$ cat src/hw/rtl/nsum_pkg.sv
`default_nettype none
package nsum_pkg;

    localparam int MAX_WIDTH    = 1024;
    localparam int HEIGHT_LIMIT = 1024;
    localparam int PIXEL_BITS   = 8;
    localparam int ADDR_W       = $clog2(MAX_WIDTH);
    localparam int CFG_W        = 11;
    localparam int ROW_W        = 11;
    localparam int SUM_W        = 12;
    localparam int CFG_IDX_W    = 1;
    localparam int IN_DATA_W    = ((PIXEL_BITS + 7) / 8) * 8;
    localparam int OUT_DATA_W   = ((SUM_W + 7) / 8) * 8;

    localparam logic [CFG_IDX_W-1:0] REG_IMAGE_WIDTH  = CFG_IDX_W'(0);
    localparam logic [CFG_IDX_W-1:0] REG_IMAGE_HEIGHT = CFG_IDX_W'(1);

    typedef logic [PIXEL_BITS-1:0] t_pixel;
    typedef logic [ADDR_W-1:0]     t_addr;
    typedef logic [SUM_W-1:0]      t_sum;

    // Per-item control carried from the position logic to the window stage.
    typedef struct packed {
        t_addr  addr;
        t_pixel pix;
        logic   out_en;
        logic   top;
        logic   bottom;
        logic   left;
        logic   right;
        logic   last;
    } t_item_ctrl;

endpackage
`default_nettype wire

$ cat src/hw/rtl/nsum_ctrl.sv
`default_nettype none
module nsum_ctrl (
    input  wire logic                           i_clk,
    input  wire logic                           i_rst_n,
    input  wire logic                           i_cfg_valid,
    input  wire logic [nsum_pkg::CFG_IDX_W-1:0] i_cfg_index,
    input  wire logic [nsum_pkg::CFG_W-1:0]     i_cfg_data,
    input  wire logic                           i_accept,
    input  wire logic                           i_s1_go,
    input  wire nsum_pkg::t_pixel               i_pix,
    output nsum_pkg::t_addr                     o_rd_addr,
    output logic                                o_s1_valid,
    output nsum_pkg::t_item_ctrl                o_s1
);
    import nsum_pkg::*;

    logic [CFG_W-1:0]  r_width_cfg;
    logic [CFG_W-1:0]  r_height_cfg;
    logic [ADDR_W-1:0] r_col;
    logic [ROW_W-1:0]  r_row;
    logic              r_s1_valid;
    t_item_ctrl        r_s1;

    logic [CFG_W-1:0]  w;
    logic [CFG_W-1:0]  h;
    logic [ADDR_W-1:0] col_adj;
    logic [ROW_W-1:0]  row_adj;
    logic [ADDR_W-1:0] ic;
    logic [ROW_W-1:0]  ir;
    logic              res_valid;
    logic [ROW_W-1:0]  r_pos;
    logic [CFG_W-1:0]  c_pos;
    logic              out_en;
    logic              last;
    logic [ADDR_W-1:0] n_col;
    logic [ROW_W-1:0]  n_row;
    t_item_ctrl        n_s1;

    always_comb begin
        if (r_width_cfg == '0) begin
            w = CFG_W'(1);
        end else if (r_width_cfg > CFG_W'(MAX_WIDTH)) begin
            w = CFG_W'(MAX_WIDTH);
        end else begin
            w = r_width_cfg;
        end
        if (r_height_cfg == '0) begin
            h = CFG_W'(1);
        end else if (r_height_cfg > CFG_W'(HEIGHT_LIMIT)) begin
            h = CFG_W'(HEIGHT_LIMIT);
        end else begin
            h = r_height_cfg;
        end
    end

    always_comb begin
        // A narrowed width can leave the column past the row end.
        if (CFG_W'(r_col) >= w) begin
            col_adj = '0;
            row_adj = r_row + ROW_W'(1);
        end else begin
            col_adj = r_col;
            row_adj = r_row;
        end
        // Positions beyond the last flush position restart the frame.
        if (({1'b0, row_adj} > ({1'b0, h} + 12'd1)) ||
            (({1'b0, row_adj} == ({1'b0, h} + 12'd1)) && (col_adj != '0))) begin
            ic = '0;
            ir = '0;
        end else begin
            ic = col_adj;
            ir = row_adj;
        end

        res_valid = 1'b0;
        r_pos     = '0;
        c_pos     = '0;
        if (ic != '0) begin
            if (ir != '0) begin
                res_valid = 1'b1;
                r_pos     = ir - ROW_W'(1);
                c_pos     = CFG_W'(ic) - CFG_W'(1);
            end
        end else if (ir >= ROW_W'(2)) begin
            res_valid = 1'b1;
            r_pos     = ir - ROW_W'(2);
            c_pos     = w - CFG_W'(1);
        end
        out_en = res_valid && (r_pos < h);
        last   = (r_pos == h - CFG_W'(1)) && (c_pos == w - CFG_W'(1));

        if ((CFG_W'(ic) + CFG_W'(1)) >= w) begin
            n_col = '0;
            n_row = ir + ROW_W'(1);
        end else begin
            n_col = ic + ADDR_W'(1);
            n_row = ir;
        end
        if (out_en && last) begin
            n_col = '0;
            n_row = '0;
        end

        n_s1.addr   = ic;
        n_s1.pix    = i_pix;
        n_s1.out_en = out_en;
        n_s1.top    = r_pos != '0;
        n_s1.bottom = ({1'b0, r_pos} + 12'd1) < {1'b0, h};
        n_s1.left   = c_pos != '0;
        n_s1.right  = ({1'b0, c_pos} + 12'd1) < {1'b0, w};
        n_s1.last   = last;
    end

    always_ff @(posedge i_clk) begin
        if (!i_rst_n) begin
            r_width_cfg  <= CFG_W'(4);
            r_height_cfg <= CFG_W'(4);
            r_col        <= '0;
            r_row        <= '0;
            r_s1_valid   <= 1'b0;
        end else begin
            if (i_cfg_valid) begin
                case (i_cfg_index)
                    REG_IMAGE_WIDTH:  r_width_cfg  <= i_cfg_data;
                    REG_IMAGE_HEIGHT: r_height_cfg <= i_cfg_data;
                    default: ;
                endcase
            end
            if (i_accept) begin
                r_col      <= n_col;
                r_row      <= n_row;
                r_s1_valid <= 1'b1;
            end else if (i_s1_go) begin
                r_s1_valid <= 1'b0;
            end
        end
    end

    always_ff @(posedge i_clk) begin
        if (i_accept) begin
            r_s1 <= n_s1;
        end
    end

    assign o_rd_addr  = ic;
    assign o_s1_valid = r_s1_valid;
    assign o_s1       = r_s1;

endmodule
`default_nettype wire

$ cat config.mk
export PLATFORM = sky130hd
export DESIGN_NAME = nsum_ctrl
export DESIGN_NICKNAME = d
export VERILOG_FILES = /design/src/hw/rtl/nsum_pkg.sv /design/src/hw/rtl/nsum_ctrl.sv
export SDC_FILE = /design/constraint.sdc
export NUM_CORES = 1
export LEC_CHECK = 0
export ABC_AREA = 1
export BUFFER_PORTS_ARGS = -buffer_cell sky130_fd_sc_hd__buf_2
export CAP_MARGIN = 20
export CORE_UTILIZATION = 27
export CTS_CLUSTER_SIZE = 10
export DETAILED_ROUTE_END_ITERATION = 6
export PLACE_DENSITY_LB_ADDON = 0.15
export SETUP_SLACK_MARGIN = 0.05
export SLEW_MARGIN = 40
export SYNTH_ARGS = -nofsm -noshare
export SYNTH_HDL_FRONTEND = slang
export SYNTH_SLANG_ARGS = --single-unit
export TNS_END_PERCENT = 20
$ cat constraint.sdc
create_clock -name i_clk -period 7.6 [get_ports i_clk]
set_clock_uncertainty 0.05 [all_clocks]
set_input_delay 0.76 -clock i_clk [delete_from_list [all_inputs] [get_ports i_clk]]
set_output_delay 0.76 -clock i_clk [all_outputs]
set_load 0.01 [all_outputs]
==> run_results.csv <==
group,metric,value,unit
cts,htreeDepth,3,
timing,fin_crit_sh,93.5,%
timing,finalWorstSetupSlack,0.494,ns
placement,dpl.hpwl,22300,um
route,first_iter_violations,430,
setup_path,path_common_cell,"nand2_1",
setup_path,slowest_delay,0.33,ns
global_route,antenna_found_initial,0,
placement,gp_congestion,0.879,
synth,ys_types,58,
synth,synth-seq-area-share,20.4,%
route,drt-total-wl,27500,um
route,wire_per_inst,16.3,um
setup_path,critPathRequiredTime,7.75,ns
synth,synth-edff-count,24,
hold_path,hp-class,"reg -> reg",
cells_and_area,nFillCells,3159,
cells_and_area,layout_commonest_cell,"nand2_1",
cells_and_area,fin_nets,1403,
cts,path_clk_slew,0.06,ns
die,num_io_pins,60,
setup_path,start_kind,"flip-flop",
cts,cts.sinks,68,
timing,relSlewSlack,52.9,%
global_route,grt_max_degree,31,
die,fp-row-count,62,
timing,rsz0062_at_grt,"yes",
flow_run,maxCapViolCount,0,
synth,synth_seq_cells,68,
setup_path,r2r_slack,0.49,ns
setup_path,reg2reg_from,"r_width_cfg[9]",
synth,synth_flop_cell,"dfxtp_1",
setup_path,r2r_cells,51,
hold_path,hold-path-cell-count,2,
die,fp.dieH,173,um
cts,cts_inserted_buffers,9,
synth,async_flop_share,0,%
timing,finalHoldViolations,0,
synth,synth_top_area_share,13.1,%
synth,yosys-top-cells-area,"ha_1 13%, nand2_1 12%, dfxtp_1 11%, edfxtp_1 9.2%, inv_1 8.2%",
cells_and_area,layout_common_cells,"245 x nand2_1, 160 x inv_1, 103 x nor2_1",
setup_path,cp_max_fo,8,
timing,fmax,141,MHz
setup_path,cp_slowest_cell,"dfxtp_1",
power_and_ir_drop,power_density,330,nW/um^2
timing,final-max-slew-violation-count,0,
placement,io_buffers,59,
route,via_per_inst,4.70,
hold_path,worstHoldStart,"o_s1_valid",
timing,layout_min_cycle_time,7.11,ns
route,first_pass_iters,5,
power_and_ir_drop,p_leak,4.68,nW
synth,synth.avg_cell_area,6.59,sq um
setup_path,crit_arrival,7.25,ns
setup_path,r2r-end,"r_row[4]",
route,drc_errors,0,
die,die_x,173,um
cells_and_area,syn_to_final_growth,22.4,%
cts,insertion_delay,0.35,ns
global_route,grt_use_total,18.4,%
placement,post-place-ws,-0.169,ns
route,ant_nets,0,
cells_and_area,drive_gt1_share,22.9,%
synth,yosys_warnings,0,
synth,syn_nets,1298,
global_route,grt_pass1_vias,7571,
setup_path,endpoint_kind,"flip-flop",
die,start_util,27.4,%
synth,synth_cells,1191,
global_route,grt_pass1_wl,42500,um
power_and_ir_drop,irDropWorstVdd,0.133,mV
cts,cts_tree,"yes",
synth,yosysTopAreaCell,"ha_1",
hold_path,worstHoldEndpoint,"o_s1_valid",
global_route,overflow,0,
outcome,status,"finished, final reports clean",
timing,setup_viol,0,
route,vias,7912,
synth,synth_area,7850,sq um
timing,worst_pin_slew,0.705,ns
die,core,28600,sq um
cts,clockRootBuffer,"clkbuf_16",
cts,clockBufferDepth,2,
setup_path,crit_type,"reg -> reg",
cells_and_area,n_antenna_cell,0,
die,die_area,29800,sq um
power_and_ir_drop,power,0.00317,W
timing,hold_ws,0.416,ns
metal layers:
metal	GRT usage (%)	vias up	wire length, um
li1	-	4082	-
met1	24.2	3636	13000
met2	30.6	160	12600
met3	3.60	34	1280
met4	4.35	0	578
met5	0	-	0
Yosys cell counts, types with 2 or more instances:
library cell	instances
nor3_2	3
clkbuf_1	10
inv_2	11
a211oi_1	3
xor2_1	44
o31ai_1	2
nor2_1	118
a21boi_0	2
nor4_1	4
nor3b_1	4
o21ai_1	7
dfxtp_1	44
o21bai_1	2
o221ai_1	2
buf_4	13
nand3_1	81
a21o_1	4
nor3_4	2
o211ai_1	3
o21ai_0	53
a21oi_1	78
nor3_1	21
and3_1	4
nor2_2	3
nand2_4	5
nand3b_1	3
edfxtp_1	24
o21ai_2	10
ha_1	82
nand4_1	27
xnor2_1	8
nand2_2	43
clkinv_1	2
xor2_2	2
o21a_1	5
inv_1	172
o21ai_4	3
nand3_2	2
nand2_1	259
buf_6	8
worst max-delay path: cells and delay by family, from the launching register on:
kind            cells  cell delay (ns)
fa+ha+maj           4             1.03
flops               1             0.33
compound gates      8             0.99
buf+inv            12             1.46
simple gates       27             3.10
logic make-up after synthesis:
group,synth area share (%)
xor gates and xnor gates,6.22
buffers and inverters,12.2
AOI/OAI and AO/OA,13.9
DFF,20.4
and+or+nand+nor,34.2
adders and majority gates,13.1
worst max path at each step:
stage,to,cells past startpoint,startpoint,slack (ns)
after detailed placement,o_s1[1],40,r_width_cfg[6],-0.17
after global routing,r_row[9],52,r_width_cfg[9],-0.07
after global placement,o_s1[1],42,r_width_cfg[6],-0.01
final,r_row[4],51,r_width_cfg[9],0.49
after floorplan,o_s1[3],44,r_width_cfg[6],0.80
after CTS,o_s1[1],45,r_width_cfg[6],0.06
repair_timing:
item,4_1_cts,5_1_grt
hold buffers,0,0
setup buffers,3,25
gates resized for setup,2,99
endpoints found under the setup margin,23,24
gates cloned,0,4
pin swaps,1,30
per-stage QoR:
| stage | TNS [ns] | std cells | area [sq um] | util [%] |
|---|---|---|---|---|
| floorplan | 0 | 1191 | 7850 | - |
| global placement | -0.0102 | 1637 | 8660 | 30.3 |
| detailed placement | -0.341 | 1637 | 8660 | 30.3 |
| CTS | 0 | 1656 | 8980 | 31.4 |
| global route | -0.731 | 1685 | 9610 | 33.6 |
| finish | 0 | 1685 | 9610 | 33.6 |
state kept, by name, indices dropped and copies added, names as in the netlist:
| name | cells |
|---|---|
| o_s1 | 24 |
| r_height_cfg | 11 |
| r_row | 11 |
| r_width_cfg | 11 |
| r_col | 10 |
| o_s1_valid | 1 |
final cells by class:
type                            instances  area [sq um]  share of cell area (%)
Multi-Input combinational cell        904          5620                    58.5
Sequential cell                        68          1600                    16.7
Timing Repair Buffer                  127           903                    9.40
Inverter                              186           714                    7.44
Tap cell                              384           480                    5.00
Clock buffer                           13           272                    2.83
Clock inverter                          3          18.8                   0.195
report_power, final:
part,internal [W],switching (W)
Clock,0.000250,0.000174
Sequential,0.000419,0.0000155
Combinational,0.000868,0.00144
Total,0.00154,0.00163
Note: power is estimated with default switching activity, not from simulation.
