--- config.mk ---
export PLATFORM = sky130hd
export DESIGN_NAME = nsum_window
export DESIGN_NICKNAME = d
export VERILOG_FILES = /design/src/hw/rtl/nsum_pkg.sv /design/src/hw/rtl/nsum_window.sv
export SDC_FILE = /design/constraint.sdc
export NUM_CORES = 1
export LEC_CHECK = 0
export BUFFER_PORTS_ARGS = -buffer_cell sky130_fd_sc_hd__buf_4
export CORE_AREA = 2 2 74 146
export DETAILED_ROUTE_END_ITERATION = 8
export DIE_AREA = 0 0 76 148
export GPL_TIMING_DRIVEN = 0
export HOLD_SLACK_MARGIN = 0.12
export PLACE_DENSITY = 0.79
export SLEW_MARGIN = 5
export SYNTH_ARGS = -nofsm -noshare
export SYNTH_HDL_FRONTEND = slang
export SYNTH_SLANG_ARGS = --single-unit
export TNS_END_PERCENT = 10
--- constraint.sdc ---
create_clock -name i_clk -period 12.2 [get_ports i_clk]
set_input_delay 1.83 -clock i_clk [delete_from_list [all_inputs] [get_ports i_clk]]
set_output_delay 1.83 -clock i_clk [all_outputs]
set_load 0.005 [all_outputs]
--- src/hw/rtl/nsum_pkg.sv ---
`default_nettype none
package nsum_pkg;

    localparam int MAX_WIDTH    = 1024;
    localparam int HEIGHT_LIMIT = 1024;
    localparam int PIXEL_BITS   = 8;
    localparam int ADDR_W       = $clog2(MAX_WIDTH);
    localparam int CFG_W        = 11;
    localparam int ROW_W        = 11;
    localparam int SUM_W        = 12;
    localparam int CFG_IDX_W    = 1;
    localparam int IN_DATA_W    = ((PIXEL_BITS + 7) / 8) * 8;
    localparam int OUT_DATA_W   = ((SUM_W + 7) / 8) * 8;

    localparam logic [CFG_IDX_W-1:0] REG_IMAGE_WIDTH  = CFG_IDX_W'(0);
    localparam logic [CFG_IDX_W-1:0] REG_IMAGE_HEIGHT = CFG_IDX_W'(1);

    typedef logic [PIXEL_BITS-1:0] t_pixel;
    typedef logic [ADDR_W-1:0]     t_addr;
    typedef logic [SUM_W-1:0]      t_sum;

    // Per-item control carried from the position logic to the window stage.
    typedef struct packed {
        t_addr  addr;
        t_pixel pix;
        logic   out_en;
        logic   top;
        logic   bottom;
        logic   left;
        logic   right;
        logic   last;
    } t_item_ctrl;

endpackage
`default_nettype wire

--- src/hw/rtl/nsum_window.sv ---
`default_nettype none
module nsum_window (
    input  wire logic                 i_clk,
    input  wire logic                 i_rst_n,
    input  wire logic                 i_s1_go,
    input  wire nsum_pkg::t_item_ctrl i_s1,
    input  wire nsum_pkg::t_pixel     i_up,
    input  wire nsum_pkg::t_pixel     i_mid,
    input  wire logic                 i_out_ready,
    output logic                      o_out_valid,
    output nsum_pkg::t_sum            o_sum,
    output logic                      o_last
);
    import nsum_pkg::*;

    // Rows 0..2 of the two older window columns; the newest column is the
    // item in flight.
    t_pixel r_col0 [3];
    t_pixel r_col1 [3];
    t_pixel col2   [3];
    logic   r_out_valid;
    t_sum   r_sum;
    logic   r_last;
    t_sum   n_sum;
    logic   row_en [3];

    always_comb begin
        col2[0]   = i_up;
        col2[1]   = i_mid;
        col2[2]   = i_s1.pix;
        row_en[0] = i_s1.top;
        row_en[1] = 1'b1;
        row_en[2] = i_s1.bottom;
        n_sum     = '0;
        for (int k = 0; k < 3; k++) begin
            if (row_en[k]) begin
                if (i_s1.left) begin
                    n_sum = n_sum + SUM_W'(r_col0[k]);
                end
                n_sum = n_sum + SUM_W'(r_col1[k]);
                if (i_s1.right) begin
                    n_sum = n_sum + SUM_W'(col2[k]);
                end
            end
        end
    end

    always_ff @(posedge i_clk) begin
        if (!i_rst_n) begin
            for (int k = 0; k < 3; k++) begin
                r_col0[k] <= '0;
                r_col1[k] <= '0;
            end
            r_out_valid <= 1'b0;
        end else begin
            if (i_s1_go) begin
                for (int k = 0; k < 3; k++) begin
                    r_col0[k] <= r_col1[k];
                    r_col1[k] <= col2[k];
                end
            end
            if (i_s1_go && i_s1.out_en) begin
                r_out_valid <= 1'b1;
            end else if (i_out_ready) begin
                r_out_valid <= 1'b0;
            end
        end
    end

    always_ff @(posedge i_clk) begin
        if (i_s1_go && i_s1.out_en) begin
            r_sum  <= n_sum;
            r_last <= i_s1.last;
        end
    end

    assign o_out_valid = r_out_valid;
    assign o_sum       = r_sum;
    assign o_last      = r_last;

endmodule
`default_nettype wire

==> results of run 1 <==
==> logic make-up after synthesis <==
group / after synthesis / synth area share
AND/OR/NAND/NOR: 211 / 0.192
AO/OA/AOI/OAI: 146 / 0.156
adder cells (fa/ha/maj): 72 / 0.163
buffers and inverters: 63 / 0.0400
flip-flops: 62 / 0.313
XOR/XNOR: 50 / 0.0836
multiplexers: 29 / 0.0515
==> registers in the layout (all words and copies together), names as in the netlist <==
register,cells
r_col0,24
o_last,1
o_sum,12
r_col1,24
o_out_valid,1
==> layer usage <==
layer,track usage,vias up
met5,0,-
met4,0.157,0
met3,0.0409,52
met2,0.552,128
met1,0.267,2396
li1,-,2420
==> power by group <==
part	internal, uW	leakage [uW]	switching (uW)
logic	346	0.00230	430
clock network	169	0.000146	97.0
registers	267	0.000654	8.24
==> synthesized netlist by cell type, types with 8 or more instances <==
master	count	area (um^2)
clkbuf_1	22	82.6
a21o_1	8	60.1
o21a_1	12	90.1
edfxtp_1	61	1830
xor2_1	13	114
inv_1	40	150
nor2_1	40	150
mux2i_1	18	180
o21ai_0	45	225
nor2b_1	17	106
fa_1	8	160
mux2_2	11	124
and2_1	12	75.1
nor3_1	12	60.1
and3_1	51	319
xnor2_1	32	280
a21oi_1	40	200
nand2_1	40	150
ha_1	64	801
==> stage by stage <==
step,power (uW),instance area [um^2],util
finish,1320,6720,0.666
global route,1420,6720,0.666
CTS,1310,6720,0.666
detailed placement,1040,6420,0.636
global placement,998,6390,0.634
floorplan,871,5910,-
==> worst max path at each step <==
stage                     slack [ns]  depth (start not counted)             endpoint  startpoint
after CTS                       0.89                         45  o_sum[11]$_DFFE_PP_     i_s1[2]
after detailed placement        0.57                         44  o_sum[11]$_DFFE_PP_     i_s1[2]
final                           0.77                         44  o_sum[11]$_DFFE_PP_     i_s1[2]
after global routing           0.007                         43  o_sum[10]$_DFFE_PP_     i_s1[2]
after global placement          0.72                         45  o_sum[11]$_DFFE_PP_     i_s1[2]
after floorplan                 2.54                         38  o_sum[10]$_DFFE_PP_     i_s1[2]
==> tightest hold or removal path: stages (launching register included) <==
cell	delay [ns]
dfxtp_1	0.33
nor2b_1	0.13
o21a_1	0.11
==> area by class of cell <==
class	instances	area, um^2	share of cell area
clock inverter	3	42.5	0.00633
multi-input combinational	508	3820	0.569
tap	135	169	0.0251
buffer	23	86.3	0.0128
clock buffer	13	260	0.0387
timing repair buffer	43	335	0.0499
sequential	62	1850	0.276
inverter	40	150	0.0223
==> results.json, run 1 <==
{
  "synth-seq-cells": 62,
  "grt_pass1_wl_um": 24500,
  "relSlewSlack": 0.452,
  "min_path_type": "flop to flop",
  "routed_wl_um": 15200,
  "yosysWarnings": 0,
  "grt-ovfl-total": 0,
  "die_h_um": 148,
  "synth-edff-count": 61,
  "ir_drop_mv": 0.176,
  "wl_per_cell_um": 18.4,
  "drt-met1-wl_um": 5320,
  "synth_area_mm2": 0.00591,
  "met3_length_um": 623,
  "holdBufCountCts": 0,
  "placementRows": 52,
  "syn2layout_area_growth_pct": 13.7,
  "worst_hold_slack_ns": 0.591,
  "critPathCaptureType": "flop",
  "cts_sinks": 62,
  "top_layer": "met4",
  "slew_viol_final": 0,
  "cp.arrival_ns": 11.51,
  "r2r_cells": 42,
  "numCtsBuffers": 9,
  "cts_tree": "done",
  "avgSynthCellArea_um2": 9.34,
  "finalHoldViolCount": 0,
  "gp_congestion": 0.902,
  "whs_path_depth": 2,
  "drt-pass1-iter-count": 5,
  "cap_violations": 0,
  "reg2reg_slack_ns": 3.25,
  "mostFrequentLayoutCells": "ha_1, edfxtp_1, and3_1",
  "leakage_uw": 0.00310,
  "route.met2.wl_um": 8570,
  "required_ns": 12.28,
  "clock_path_buffers": 2,
  "crit_path_start_kind": "input port",
  "tightest_slew_ns": 0.822,
  "drive_gt1_frac": 0.121,
  "cpMostUsedCell": "ha_1",
  "critPathKind": "input port to flop",
  "clk_pin_slew_worst_paths_ns": 0.06,
  "htree_num_levels": 3,
  "worst_slack_ns": 0.772,
  "yosysSeqAreaShare": 0.313,
  "cts_resized": 0,
  "die_x_um": 76,
  "n_fill_cell": 810,
  "numPortBuffers": 42,
  "postCtsSetupBuffers": 0,
  "grt_start_max_net_pins": 33,
  "clock_skew_ns": 0.00772,
  "ant_nets": 0,
  "layout.cells.non_filler": 827,
  "final.period_utilization": 0.937,
  "rsz0062_at_grt": "no",
  "critical-path-top-delay-family": "compound AO/OA/AOI/OAI gates",
  "min_to": "o_out_valid$_SDFFE_PN0P_",
  "n_antenna_cell": 0,
  "min_period_ns": 11.43,
  "async_flop_share": 0,
  "final_common_cell": "ha_1",
  "synth_cells": 633,
  "setup-violations-final": 0,
  "r2r-start": "r_col0[0][0]$_SDFFCE_PN0P_",
  "start_util": 0.586,
  "pre_cts_ws_ns": 0.574,
  "die_area_mm2": 0.0112,
  "nNetsFinal": 803,
  "via_count": 4996,
  "critPathMaxStageDelay_ns": 0.57,
  "antenna_found_initial": 0,
  "dp.cells": 811,
  "status": "complete, no violations",
  "dpl.hpwl_um": 11700,
  "cts-root-buf": "clkbuf_16",
  "hold_path_startpoint": "o_out_valid$_SDFFE_PN0P_",
  "power.density_mw_per_mm2": 196,
  "clock_latency_ns": 0.34,
  "synth_flop_cell": "edfxtp_1",
  "syn_nets": 749,
  "crit_path_top_delay_cell": "clkbuf_1",
  "pin_count": 58,
  "timing.fmax_mhz": 87.5,
  "vias_per_cell": 6.04,
  "grt_pass1_vias": 5232,
  "drc": 0,
  "synth.distinct_cells": 59,
  "grt_usage": 0.279,
  "core_area_mm2": 0.0101,
  "drtIter0Drc": 355,
  "critPathBufInv": 4,
  "timing.rr.end": "o_sum[11]$_DFFE_PP_",
  "crit_fanout": 10,
  "fin_setup_tns_ns": 0
}
(Power assumes the default switching activity.)
==> run 2, diff against run 1 <==
--- a/config.mk
+++ b/config.mk
@@ -12,6 +12,7 @@
 export GPL_TIMING_DRIVEN = 0
 export HOLD_SLACK_MARGIN = 0.12
 export PLACE_DENSITY = 0.79
+export RECOVER_POWER = 25
 export SLEW_MARGIN = 5
 export SYNTH_ARGS = -nofsm -noshare
 export SYNTH_HDL_FRONTEND = slang
==> run 2 against run 1 <==
Register-to-register slack is essentially flat. Final area did not move. Die area did not move. Non-clock buffer count unchanged. Routed wire length about the same. Setup slack about the same. Clock-buffer cell count did not move. Combinational power about the same. Hold slack unchanged. Total power is essentially flat. Utilization unchanged. Largest power group unchanged. Maximum frequency about the same.
==> results.json, run 2 (synthesis gave the netlist of run 1 again) <==
{
  "htree_num_levels": 3,
  "clock_skew_ns": 0.00774,
  "drtIter0Drc": 355,
  "slew_viol_final": 0,
  "n_fill_cell": 810,
  "antenna_found_initial": 0,
  "worst_slack_ns": 0.772,
  "mostFrequentLayoutCells": "ha_1, edfxtp_1, and3_1",
  "die_x_um": 76,
  "leakage_uw": 0.00310,
  "multiInputGateArea_mm2": 0.00382,
  "grt_pass1_vias": 5232,
  "fin_util": 0.666,
  "final_common_cell": "ha_1",
  "drive_gt1_frac": 0.121,
  "cpMostUsedCell": "ha_1",
  "die_area_mm2": 0.0112,
  "holdBufCountCts": 0,
  "power.density_mw_per_mm2": 196,
  "min_path_type": "flop to flop",
  "placementRows": 52,
  "numPortBuffers": 42,
  "crit_path_top_delay_cell": "clkbuf_1",
  "finalHoldViolCount": 0,
  "core_area_mm2": 0.0101,
  "timing.fmax_mhz": 87.5,
  "clock_latency_ns": 0.34,
  "routed_wl_um": 15200,
  "vias_per_cell": 6.04,
  "relSlewSlack": 0.452,
  "final.period_utilization": 0.937,
  "required_ns": 12.28,
  "via_count": 4996,
  "wl_per_cell_um": 18.4,
  "n_antenna_cell": 0,
  "cap_violations": 0,
  "cts_resized": 0,
  "grt_usage": 0.279,
  "pin_count": 58,
  "min_period_ns": 11.43,
  "pre_cts_ws_ns": 0.574,
  "crit_path_start_kind": "input port",
  "fin_setup_tns_ns": 0,
  "critPathMaxStageDelay_ns": 0.57,
  "start_util": 0.586,
  "clock_path_buffers": 2,
  "cp.arrival_ns": 11.51,
  "cts_sinks": 62,
  "dp.cells": 811,
  "gp_congestion": 0.902,
  "grt_pass1_wl_um": 24500,
  "critPathKind": "input port to flop",
  "drc": 0,
  "ant_nets": 0,
  "nNetsFinal": 803,
  "grt_start_max_net_pins": 33,
  "crit_fanout": 10,
  "postCtsSetupBuffers": 0,
  "setup-violations-final": 0,
  "rsz0062_at_grt": "no",
  "cts_tree": "done",
  "dpl.hpwl_um": 11700,
  "ir_drop_mv": 0.176,
  "critPathCaptureType": "flop",
  "die_h_um": 148,
  "cts-root-buf": "clkbuf_16",
  "tightest_slew_ns": 0.822,
  "total_power_uw": 1320,
  "syn2layout_area_growth_pct": 13.7,
  "numCtsBuffers": 9,
  "drt-pass1-iter-count": 5,
  "regArea_mm2": 0.00185,
  "status": "complete, no violations",
  "clk_pin_slew_worst_paths_ns": 0.06,
  "grt-ovfl-total": 0,
  "layout.cells.non_filler": 827
}
run 2: worst paths after layout:
kind              slack (ns)                       start                  endpoint  cells after the start
setup / recovery        0.77                     i_s1[2]       o_sum[11]$_DFFE_PP_                     44
setup reg to reg        3.25  r_col0[0][0]$_SDFFCE_PN0P_       o_sum[11]$_DFFE_PP_                     42
hold reg to reg         0.59    o_out_valid$_SDFFE_PN0P_  o_out_valid$_SDFFE_PN0P_                      2
hold / removal          0.59    o_out_valid$_SDFFE_PN0P_  o_out_valid$_SDFFE_PN0P_                      2
run 2: metrics by stage:
step | instance area, um^2 | hold WS [ns]
floorplan | 5910 | 0.567
global placement | 6390 | 0.562
detailed placement | 6420 | 0.579
CTS | 6720 | 0.592
global route | 6720 | 0.606
finish | 6720 | 0.591
run 2: report_power, final:
group / internal [uW] / total (uW) / switching [uW]
sequential: 267 / 275 / 8.24
combinational: 346 / 776 / 430
clock: 169 / 266 / 97.0
total: 783 / 1320 / 535
run 2: critical path: cells and delay by family:
kind                       cells  cell delay (ns)
xor gates and xnor gates       4             0.67
adders and majority gates      8             2.39
AOI/OAI and AO/OA             15             2.89
muxes                          1             0.27
and+or+nand+nor               12             1.98
buffers and inverters          4             1.47
run 2: layout make-up:
class | count | share of cell area
inverters | 40 | 0.0223
well taps | 135 | 0.0251
flip-flops and latches | 62 | 0.276
multi-input cells | 508 | 0.569
repair buffers | 43 | 0.0499
clock inverters | 3 | 0.00633
plain buffers | 23 | 0.0128
clock buffers | 13 | 0.0387
run 2: routing by layer:
layer / track usage / vias up / part of all wire / wire (um)
met5: 0 / - / 0 / 0
met4: 0.157 / 0 / 0.044 / 671
met3: 0.0409 / 52 / 0.041 / 623
met2: 0.552 / 128 / 0.56 / 8570
met1: 0.267 / 2396 / 0.35 / 5320
li1: - / 2420 / - / -
==> run 3, diff against run 2 <==
--- a/config.mk
+++ b/config.mk
@@ -6,12 +6,11 @@
 export NUM_CORES = 1
 export LEC_CHECK = 0
 export BUFFER_PORTS_ARGS = -buffer_cell sky130_fd_sc_hd__buf_4
-export CORE_AREA = 2 2 74 146
+export CORE_AREA = 2 2 112 223
 export DETAILED_ROUTE_END_ITERATION = 8
-export DIE_AREA = 0 0 76 148
+export DIE_AREA = 0 0 114 225
 export GPL_TIMING_DRIVEN = 0
 export HOLD_SLACK_MARGIN = 0.12
-export PLACE_DENSITY = 0.79
 export RECOVER_POWER = 25
 export SLEW_MARGIN = 5
 export SYNTH_ARGS = -nofsm -noshare
==> run 3 against run 2 <==
Final area grew 2.1%. Setup slack improved by 0.13 ns. Utilization decreased by 38 points. Hold slack got worse by 0.0063 ns. Highest routed layer unchanged. Combinational power decreased by 2%. Routed wire length grew 7.8%. Critical path depth decreased by 6.
==> results.json, run 3 (synthesis gave the netlist of run 1 again) <==
{
  "via_count": 4833,
  "htree_num_levels": 3,
  "r2r_cells": 42,
  "grt_pass1_vias": 5039,
  "critPathBufInv": 4,
  "wl_per_cell_um": 16.8,
  "numCtsBuffers": 9,
  "finalHoldViolCount": 0,
  "vias_per_cell": 4.94,
  "drtIter0Drc": 162,
  "r2r-start": "r_col0[0][0]$_SDFFCE_PN0P_",
  "grt_start_max_net_pins": 31,
  "syn2layout_area_growth_pct": 16.1,
  "critPathMaxStageDelay_ns": 0.66,
  "die_x_um": 114,
  "min_to": "o_out_valid$_SDFFE_PN0P_",
  "cpMostUsedCell": "ha_1",
  "routed_wl_um": 16400,
  "grt_usage": 0.134,
  "fin_setup_tns_ns": 0,
  "crit_fanout": 10,
  "layout.cells.non_filler": 978,
  "leakage_uw": 0.00308,
  "critPathKind": "input port to flop",
  "fin_util": 0.288,
  "ir_drop_mv": 0.0707,
  "numPortBuffers": 42,
  "grt-ovfl-total": 0,
  "relSlewSlack": 0.384,
  "crit_path_start_kind": "input port",
  "mostFrequentLayoutCells": "ha_1, edfxtp_1, and3_1",
  "slew_viol_final": 0,
  "final.period_utilization": 0.926,
  "die_h_um": 225,
  "dpl.hpwl_um": 13400,
  "clock_path_buffers": 2,
  "timing.fmax_mhz": 88.5,
  "gp_congestion": 0.819,
  "hold_path_startpoint": "o_out_valid$_SDFFE_PN0P_",
  "n_antenna_cell": 0,
  "cts-root-buf": "clkbuf_16",
  "crit_path_top_delay_cell": "clkbuf_1",
  "critical-path-top-delay-family": "adder cells",
  "critPathCaptureType": "flop",
  "whs_path_depth": 2,
  "required_ns": 12.27,
  "drive_gt1_frac": 0.119,
  "min_period_ns": 11.30,
  "grt_pass1_wl_um": 25900,
  "core_area_mm2": 0.0238,
  "antenna_found_initial": 0,
  "rsz0062_at_grt": "no",
  "cts_resized": 0,
  "total_power_uw": 1270,
  "setup-violations-final": 0,
  "power.density_mw_per_mm2": 185,
  "die_area_mm2": 0.0257,
  "min_path_type": "flop to flop",
  "clock_latency_ns": 0.36,
  "clk_pin_slew_worst_paths_ns": 0.05,
  "nNetsFinal": 803,
  "cts_sinks": 62,
  "drc": 0,
  "reg2reg_slack_ns": 3.44,
  "worst_hold_slack_ns": 0.584,
  "ant_nets": 0,
  "final_common_cell": "ha_1",
  "pin_count": 58,
  "cp.arrival_ns": 11.37,
  "drt-pass1-iter-count": 4,
  "cts_tree": "done",
  "postCtsSetupBuffers": 0,
  "start_util": 0.248,
  "tightest_slew_ns": 0.914,
  "timing.rr.end": "o_sum[11]$_DFFE_PP_",
  "cap_violations": 0,
  "holdBufCountCts": 0,
  "placementRows": 80,
  "status": "complete, no violations",
  "clock_skew_ns": 0.00967,
  "dp.cells": 963
}
==> run 3: changes by cell type in the layout (fill, tap and decap cells not counted), sizes merged <==
| cell | before | now |
|---|---|---|
| bufinv | 1 | 0 |
| clkbuf | 36 | 33 |
| clkinvlp | 1 | 2 |
| clkinv | 1 | 3 |
==> run 3: cell type report <==
cell class / instances / area, um^2
sequential: 62 / 1850
buffer: 23 / 86.3
fill: 2503 / 17000
timing repair buffer: 43 / 335
clock inverter: 5 / 27.5
tap: 287 / 359
inverter: 40 / 150
clock buffer: 10 / 229
multi-input combinational: 508 / 3820
==> run 3: how the worst max path moves through the flow <==
stage          startpoint             endpoint  slack [ns]  depth (start not counted)
6_report          i_s1[2]  o_sum[10]$_DFFE_PP_        0.90                         38
5_1_grt           i_s1[2]  o_sum[11]$_DFFE_PP_        0.03                         44
4_1_cts           i_s1[2]  o_sum[10]$_DFFE_PP_        0.76                         38
3_5_place_dp      i_s1[2]  o_sum[10]$_DFFE_PP_        0.39                         38
3_3_place_gp      i_s1[2]  o_sum[10]$_DFFE_PP_        0.57                         38
2_1_floorplan     i_s1[2]  o_sum[10]$_DFFE_PP_        2.54                         38
==> run 3: per-layer routing <==
layer,vias up,GRT usage,part of all wire,routed length [um]
li1,2422,-,-,-
met1,2309,0.115,0.34,5520
met2,67,0.275,0.58,9550
met3,35,0.0180,0.021,350
met4,0,0.0873,0.059,967
met5,-,0,0,0
==> run 3: worst register-to-register path: cells and delay by family, from the launching register on <==
family | cells | cell delay, ns
adders and majority gates | 8 | 2.58
DFF | 1 | 0.34
AOI/OAI and AO/OA | 15 | 2.81
muxes | 1 | 0.27
buffers and inverters | 1 | 0.08
xor gates and xnor gates | 4 | 0.65
and+or+nand+nor | 13 | 1.77
==> run 3: per-stage QoR <==
step / cell area [um^2] / setup WS (ns)
2_1_floorplan: 5910 / 2.54
3_3_place_gp: 6580 / 0.573
6_report: 6860 / 0.898
4_1_cts: 6860 / 0.761
3_5_place_dp: 6610 / 0.389
5_1_grt: 6860 / 0.0345
==> run 3: power by group <==
group | switching [uW] | leakage [uW] | internal (uW)
Clock | 101 | 0.000119 | 134
Combinational | 415 | 0.00230 | 344
Sequential | 8.83 | 0.000654 | 267
Total | 525 | 0.00308 | 746
